File: src/hdl/wmf_pkg.sv
// Shared types and constants for the windowed median / majority filter.
package wmf_pkg;

  localparam int SAMPLE_W = 12;
  localparam int TDATA_W  = 16;

  typedef logic [SAMPLE_W-1:0] sample_t;

  typedef enum logic [1:0] {
    S_FILL,
    S_EVAL,
    S_SCAN,
    S_EMIT
  } state_t;

  localparam logic OP_MEDIAN = 1'b0;
  localparam logic OP_MODE   = 1'b1;

  typedef struct packed {
    logic insert;
    logic shift;
    logic clear;
  } cell_ctrl_t;

  typedef struct packed {
    logic step;
    logic first;
  } scan_ctrl_t;

endpackage

File: src/hdl/wmf_cell.sv
// One sorting cell: holds one window entry and trades it with its neighbors.
module wmf_cell (
  input  logic                clk,
  input  logic                rst,
  input  wmf_pkg::cell_ctrl_t ctrl,
  input  wmf_pkg::sample_t    sample,
  input  wmf_pkg::sample_t    prev_value,
  input  logic                prev_valid,
  input  logic                prev_gt,
  input  wmf_pkg::sample_t    next_value,
  output wmf_pkg::sample_t    value,
  output logic                valid,
  output logic                gt
);
  import wmf_pkg::*;

  assign gt = !valid || (value > sample);

  always_ff @(posedge clk) begin
    if (rst) begin
      valid <= 1'b0;
    end else if (ctrl.clear) begin
      valid <= 1'b0;
    end else if (ctrl.insert && gt) begin
      valid <= prev_gt ? prev_valid : 1'b1;
    end
  end

  always_ff @(posedge clk) begin
    if (ctrl.insert && gt) begin
      value <= prev_gt ? prev_value : sample;
    end else if (ctrl.shift) begin
      value <= next_value;
    end
  end

endmodule

File: src/hdl/wmf_mode_scan.sv
// Run-length scanner that finds the most frequent value of a sorted stream.
module wmf_mode_scan #(
  parameter int WINDOW = 5
) (
  input  logic                clk,
  input  wmf_pkg::scan_ctrl_t ctrl,
  input  wmf_pkg::sample_t    value,
  output wmf_pkg::sample_t    best
);
  import wmf_pkg::*;

  localparam int CW = $clog2(WINDOW + 1);

  sample_t       prev;
  logic [CW-1:0] run;
  logic [CW-1:0] best_count;
  logic [CW-1:0] run_next;

  assign run_next = (value == prev) ? run + CW'(1) : CW'(1);

  always_ff @(posedge clk) begin
    if (ctrl.step) begin
      prev <= value;
      if (ctrl.first) begin
        run        <= CW'(1);
        best_count <= CW'(1);
        best       <= value;
      end else begin
        run <= run_next;
        if (run_next > best_count) begin
          best_count <= run_next;
          best       <= value;
        end
      end
    end
  end

endmodule

File: src/hdl/window_median_or_mode_filter_core.sv
// Top level: window of sorting cells with median tap and majority scanner.
// A word that completes a window moves the core to S_EVAL, which registers the
// median; for the most frequent value S_SCAN shifts the cell row through the
// scanner and S_EMIT registers the result. Throughput: one word per cycle while
// a window fills; input stalls while a window is evaluated or scanned.
// Reset: rst (synchronous) empties the window and drops any pending result.
module window_median_or_mode_filter_core #(
  parameter int WINDOW = 5
) (
  input  logic                         clk,
  input  logic                         rst,
  input  logic                         s_axis_tvalid,
  output logic                         s_axis_tready,
  input  logic [wmf_pkg::TDATA_W-1:0]  s_axis_tdata,  // [11:0] sample
  input  logic                         s_axis_tuser,  // [0] op
  output logic                         m_axis_tvalid,
  input  logic                         m_axis_tready,
  output logic [wmf_pkg::TDATA_W-1:0]  m_axis_tdata   // [11:0] filtered_value
);
  import wmf_pkg::*;

  localparam int FW  = (WINDOW > 1) ? $clog2(WINDOW) : 1;
  localparam int MID = WINDOW / 2;

  state_t        state, state_next;
  logic [FW-1:0] fill_count;
  logic [FW-1:0] scan_idx;
  logic          op_q;
  sample_t       result;
  sample_t       sample;
  cell_ctrl_t    cell_ctrl;
  scan_ctrl_t    scan_ctrl;
  sample_t       best;
  logic          accept;
  logic          complete;
  logic          out_free;
  logic          load_out;

  sample_t       cell_value [WINDOW];
  logic [WINDOW-1:0] cell_valid;
  logic [WINDOW-1:0] cell_gt;
  logic [WINDOW-1:0] ordered;

  assign sample   = s_axis_tdata[SAMPLE_W-1:0];
  assign accept   = s_axis_tvalid && s_axis_tready;
  assign complete = (fill_count == FW'(WINDOW - 1));
  assign out_free = !m_axis_tvalid || m_axis_tready;

  genvar g;
  generate
    for (g = 0; g < WINDOW; g++) begin : g_cell
      sample_t pv;
      logic    pvl;
      logic    pgt;
      sample_t nv;
      if (g == 0) begin : g_head
        assign pv  = '0;
        assign pvl = 1'b0;
        assign pgt = 1'b0;
      end else begin : g_body
        assign pv  = cell_value[g-1];
        assign pvl = cell_valid[g-1];
        assign pgt = cell_gt[g-1];
      end
      if (g == WINDOW - 1) begin : g_tail
        assign nv = cell_value[g];
      end else begin : g_inner
        assign nv = cell_value[g+1];
      end
      wmf_cell u_cell (
        .clk        (clk),
        .rst        (rst),
        .ctrl       (cell_ctrl),
        .sample     (sample),
        .prev_value (pv),
        .prev_valid (pvl),
        .prev_gt    (pgt),
        .next_value (nv),
        .value      (cell_value[g]),
        .valid      (cell_valid[g]),
        .gt         (cell_gt[g])
      );
      if (g == 0) begin : g_ord0
        assign ordered[g] = 1'b1;
      end else begin : g_ordn
        assign ordered[g] = (cell_value[g-1] <= cell_value[g]);
      end
    end
  endgenerate

  wmf_mode_scan #(
    .WINDOW (WINDOW)
  ) u_scan (
    .clk   (clk),
    .ctrl  (scan_ctrl),
    .value (cell_value[0]),
    .best  (best)
  );

  always_ff @(posedge clk) begin
    if (rst) begin
      state <= S_FILL;
    end else begin
      state <= state_next;
    end
  end

  always_comb begin
    state_next       = state;
    s_axis_tready    = 1'b0;
    cell_ctrl        = '0;
    scan_ctrl        = '0;
    load_out         = 1'b0;
    result           = best;
    unique case (state)
      S_FILL: begin
        s_axis_tready    = 1'b1;
        cell_ctrl.insert = s_axis_tvalid;
        if (s_axis_tvalid && complete) begin
          state_next = S_EVAL;
        end
      end
      S_EVAL: begin
        if (op_q == OP_MODE) begin
          state_next = S_SCAN;
        end else if (out_free) begin
          result          = cell_value[MID];
          load_out        = 1'b1;
          cell_ctrl.clear = 1'b1;
          state_next      = S_FILL;
        end
      end
      S_SCAN: begin
        cell_ctrl.shift = 1'b1;
        scan_ctrl.step  = 1'b1;
        scan_ctrl.first = (scan_idx == '0);
        if (scan_idx == FW'(WINDOW - 1)) begin
          state_next = S_EMIT;
        end
      end
      S_EMIT: begin
        if (out_free) begin
          load_out        = 1'b1;
          cell_ctrl.clear = 1'b1;
          state_next      = S_FILL;
        end
      end
      default: state_next = S_FILL;
    endcase
  end

  always_ff @(posedge clk) begin
    if (rst) begin
      fill_count <= '0;
    end else if (accept) begin
      fill_count <= complete ? '0 : fill_count + FW'(1);
    end
  end

  always_ff @(posedge clk) begin
    if (state == S_SCAN) begin
      scan_idx <= scan_idx + FW'(1);
    end else begin
      scan_idx <= '0;
    end
  end

  always_ff @(posedge clk) begin
    if (accept) begin
      op_q <= s_axis_tuser;
    end
  end

  always_ff @(posedge clk) begin
    if (rst) begin
      m_axis_tvalid <= 1'b0;
    end else if (load_out) begin
      m_axis_tvalid <= 1'b1;
    end else if (m_axis_tready) begin
      m_axis_tvalid <= 1'b0;
    end
  end

  always_ff @(posedge clk) begin
    if (load_out) begin
      m_axis_tdata <= TDATA_W'(result);
    end
  end

  a_valid_count: assert property (@(posedge clk) disable iff (rst)
    (state == S_FILL) |-> ($countones(cell_valid) == int'(fill_count)))
    else $error("valid cells disagree with fill count");

  a_sorted: assert property (@(posedge clk) disable iff (rst)
    (state == S_EVAL) |-> (&ordered))
    else $error("window not sorted at evaluation");

  a_complete: assert property (@(posedge clk) disable iff (rst)
    (accept && complete) |=> (state == S_EVAL))
    else $error("completing word did not start evaluation");

  a_out_source: assert property (@(posedge clk) disable iff (rst)
    $rose(m_axis_tvalid) |-> ($past(state) == S_EVAL || $past(state) == S_EMIT))
    else $error("result appeared outside evaluation");

endmodule
File: config.mk
export PLATFORM = sky130hd
export DESIGN_NAME = window_median_or_mode_filter_core
export DESIGN_NICKNAME = d
export VERILOG_FILES = /design/src/hdl/wmf_pkg.sv /design/src/hdl/wmf_cell.sv /design/src/hdl/wmf_mode_scan.sv /design/src/hdl/window_median_or_mode_filter_core.sv
export SDC_FILE = /design/constraint.sdc
export NUM_CORES = 1
export LEC_CHECK = 0
export BUFFER_PORTS_ARGS = -buffer_cell sky130_fd_sc_hd__buf_2
export CELL_PAD_IN_SITES_DETAIL_PLACEMENT = 1
export CELL_PAD_IN_SITES_GLOBAL_PLACEMENT = 1
export CORE_MARGIN = 2
export CORE_UTILIZATION = 40
export DETAILED_ROUTE_END_ITERATION = 8
export PLACE_DENSITY = 0.73
export SYNTH_ARGS = -nofsm -noshare
export SYNTH_HDL_FRONTEND = slang
export SYNTH_SLANG_ARGS = --single-unit
File: constraint.sdc
create_clock -name clk -period 2.8 [get_ports clk]
set_clock_uncertainty 0.1 [all_clocks]
set_input_delay 0 -clock clk [delete_from_list [all_inputs] [get_ports clk]]
set_output_delay 0 -clock clk [all_outputs]
set_load 0.05 [all_outputs]
==> flow_metrics.tcl <==
set metrics [dict create \
    ys_top_cells_by_area "edfxtp_1 43%, ha_1 12%, mux2_2 7.6%" \
    internal_power_uw 4081 \
    ff_latch_area_um2 3373 \
    nNetsFinal 817 \
    max_slew_margin_pct 41.97 \
    routedWlPerCell_um 22.62 \
    chipHeight_um 138.5 \
    postSynthAreaPerCell_um2 11.80 \
    critical_path.reg2reg.endpoint "g_cell[2].u_cell.value[5]" \
    hpwlAfterDp_um 15470 \
    n_antenna_cell 0 \
    dr.first_iter.drc_count 442 \
    final_critical_path_setup_slack_ns -0.03343 \
    synth_enable_flop_cells 103 \
    yosysSeqAreaShare_pct 46.64 \
    endpoint "g_cell[2].u_cell.value[5]" \
    maximum_number_of_pins_on_one_net_before_global_route_repair 17 \
    sequential_fraction_of_design_power_pct 38.2 \
    sw_frac_of_total_pct 28.86 \
    whs_ns 0.01738 \
    dr_total_vias 5682 \
    critPathMaxFanout 7 \
    p_per_area_nw_per_um2 636.7 \
    setup.reg_to_reg.worst_slack_ns -0.03 \
    cts_max_path_buffers 2 \
    totalWireLength_um 21940 \
    multiInputGateArea_um2 3701 \
    start_kind "primary input" \
    total_leakage_power_uw 0.003676 \
    global_route.usage.total_pct 23.01 \
    yosys.area.top_type_share_pct 42.77 \
    r2r.worst_path.cells 8 \
    layout_cells_sized_above_1_pct 30.50 \
    dieWidth_um 138.5 \
    grt.overflow.total 0 \
    finalNonFillerCells 970 \
    detailedRoute.firstPassIterationCount 7 \
    number_of_global_route_vias_before_repair 6126 \
    rsz0062_at_grt "true" \
    cts_tree "done" \
    setup.worst_path.class "primary input to flip-flop" \
    floorplan.die_area_um2 19170 \
    crit_path_from "s_axis_tdata[5]" \
    postSynth.asyncResetShare_pct 0 \
    hold_path.class "primary input to flip-flop" \
    power_frac_clock_pct 39.5 \
    fillerInstances 1887 \
    ys_types 61 \
    timing.final.setup_violations 10 \
    net-switching-power_uw 1656 \
    tritoncts_num_sinks 117 \
    r2r-start "g_cell[1].u_cell.value[5]" \
    synth_area_um2 7232 \
    report.final.slew_viol_count 0 \
    coreArea_um2 17840 \
    h_tree_levels 4 \
    tightest_slew_ns 0.8672 \
    fp_rows 49 \
    yosys_most_used_dff "edfxtp_1" \
    antenna_violations_before_repair 0 \
    syn_inst 613 \
    cts_made_buffers 17 \
    port_buffers 30 \
    arr_time_crit_path_ns 2.91 \
    critical_path_required_ns 2.87 \
    leading_area_contributor_after_synthesis "edfxtp_1" \
    detail_route.drc_violations 0 \
    vdd_drop_max_uv 463.6 \
    floorplan.initialDensity_pct 40.54 \
    synth_warnings 0 \
    numPlacedInstances 904 \
    syn2layout_area_growth_pct 24.60 \
    finalWorstPathRequiredPeriod_ns 2.833 \
    io_pins 39 \
    grt_pass1_wl_um 34510 \
    cp-end-kind "flip-flop" \
    root_buffer "clkbuf_16" \
    clk_transition_reported_paths_ns 0.06 \
    final_cycle_share_pct 101.2 \
    power_frac_comb_pct 22.3 \
    worst_hold_startpoint "s_axis_tdata[0]" \
    achievable-frequency_mhz 352.9 \
    outcome "finished, violations left" \
    drtAntennaViolNets 0 \
    detail_route.vias_per_cell 5.858 \
    clkLatencyLatePin_ns 0.43 \
    finalHoldViolCount 0 \
    synth_seq_cells 117 \
    routability_congestion 0.8489 \
    violations "setup timing" \
    timing.max_cap.violations 0 \
]
==> registers in the layout, summed over array words and instances, names as in the netlist <==
register,flops
g_cell.u_cell.value,60
u_scan.run,3
state,2
u_scan.best,12
m_axis_tvalid,1
u_scan.prev,12
g_cell.u_cell.valid,5
op_q,1
fill_count,3
scan_idx,3
m_axis_tdata,12
u_scan.best_count,3
==> worst max-delay path: stages <==
cell           delay (ns)
dlygate4sd3_1        0.52
buf_2                0.16
inv_1                0.16
ha_1                 0.35
a21oi_1              0.08
o21ai_0              0.42
a21oi_1              0.20
a31oi_4              0.27
buf_12               0.17
mux2_4               0.31
mux2_4               0.26
==> how the worst min path moves through the flow <==
stage          cells after the start  slack, ns                   endpoint
2_1_floorplan                      0     -0.001                       op_q
3_3_place_gp                       1       0.08                       op_q
3_5_place_dp                       1       0.09                       op_q
4_1_cts                            2      0.003  g_cell[4].u_cell.value[0]
5_1_grt                            2       0.03  g_cell[4].u_cell.value[0]
6_report                           2       0.02  g_cell[4].u_cell.value[0]
==> through the flow <==
| stage | setup slack [ns] | util [%] | TNS (ns) | instance area, um2 | power (uW) |
|---|---|---|---|---|---|
| 4_1_cts | 0.01042 | 49.08 | 0 | 8757 | 5656 |
| 3_5_place_dp | -0.1206 | 44.61 | -1.376 | 7959 | 3348 |
| 2_1_floorplan | 0.2070 | - | 0 | 7246 | 2942 |
| 6_report | -0.03343 | 50.51 | -0.2268 | 9011 | 5737 |
| 3_3_place_gp | 0.03600 | 44.61 | 0 | 7959 | 3267 |
| 5_1_grt | -0.07682 | 50.51 | -1.238 | 9011 | 5962 |
==> power groups by stage <==
stage | clock, uW | sequential [uW] | combinational [uW]
final | 2270 | 2190 | 1280
after global routing | 2370 | 2200 | 1390
after CTS | 2290 | 2180 | 1190
after detailed placement | 0 | 2220 | 1130
after global placement | 0 | 2210 | 1060
after floorplan | 0 | 2200 | 747
==> final cells by class <==
| type | count | share of cell area [%] |
|---|---|---|
| clock inverter | 15 | 1.986 |
| inverter | 29 | 1.250 |
| sequential | 117 | 37.43 |
| tap | 229 | 3.180 |
| timing repair buffer | 121 | 10.36 |
| multi-input combinational | 442 | 41.07 |
| clock buffer | 17 | 4.721 |
==> per-layer routing <==
layer | track usage [%] | part of all wire [%] | vias up
li1 | - | - | 2590
met1 | 29.14 | 44 | 2893
met2 | 39.66 | 50 | 164
met3 | 4.468 | 4.3 | 35
met4 | 7.573 | 2.0 | 0
met5 | 0 | 0 | -
==> cell usage after synthesis (all sizes together), types with 2 or more instances <==
library cell	number
a21boi	3
a21o	6
a21oi	60
a221o	11
a221oi	13
a31oi	15
and2	4
and3	2
and4	2
buf	17
clkbuf	11
dfxtp	14
edfxtp	103
ha	68
inv	28
mux2	68
mux2i	4
nand2	45
nand2b	7
nand3	5
nand4	19
nor2	26
nor2b	7
nor3	7
nor4	2
o211ai	4
o21a	3
o21ai	14
o2bb2ai	11
o31a	2
or2	2
or3	2
xnor2	14
==> cells in the final DEF, fill, tap and decap left out, types with 11 or more instances in the layout <==
cell	synthesis	layout
a221o_1	11	11
a31oi_1	14	14
dfxtp_1	14	14
clkbuf_16	0	17
mux2_4	15	29
xnor2_1	14	12
nor2_1	26	24
nand2_1	45	45
buf_2	3	31
o21ai_0	14	14
a21oi_1	57	57
ha_1	68	67
inv_1	28	27
edfxtp_1	103	103
mux2_2	49	38
buf_4	8	66
a221oi_1	13	13
nand4_1	18	18
o2bb2ai_1	11	11
dlygate4sd3_1	0	18
==> logic make-up (layout without fill, tap and decap cells) <==
kind of cell    Yosys count  count (layout)  share of synthesized area (%)
compound gates          152             152                          14.43
buf+inv                  57             182                          4.117
simple gates            132             132                          9.377
flops                   117             117                          46.64
fa+ha+maj                68              68                          11.76
xor+xnor                 14              14                          1.696
other cells               1               4                        0.05185
mux                      72              72                          11.92
==> what timing repair did <==
action,CTS,global route
gates cloned,0,0
hold buffers,18,0
pin swaps,0,7
setup buffers,0,16
hold endpoints to repair,35,0
gates resized for setup,2,28
setup endpoints to repair,27,60
(Power assumes the default switching activity.)
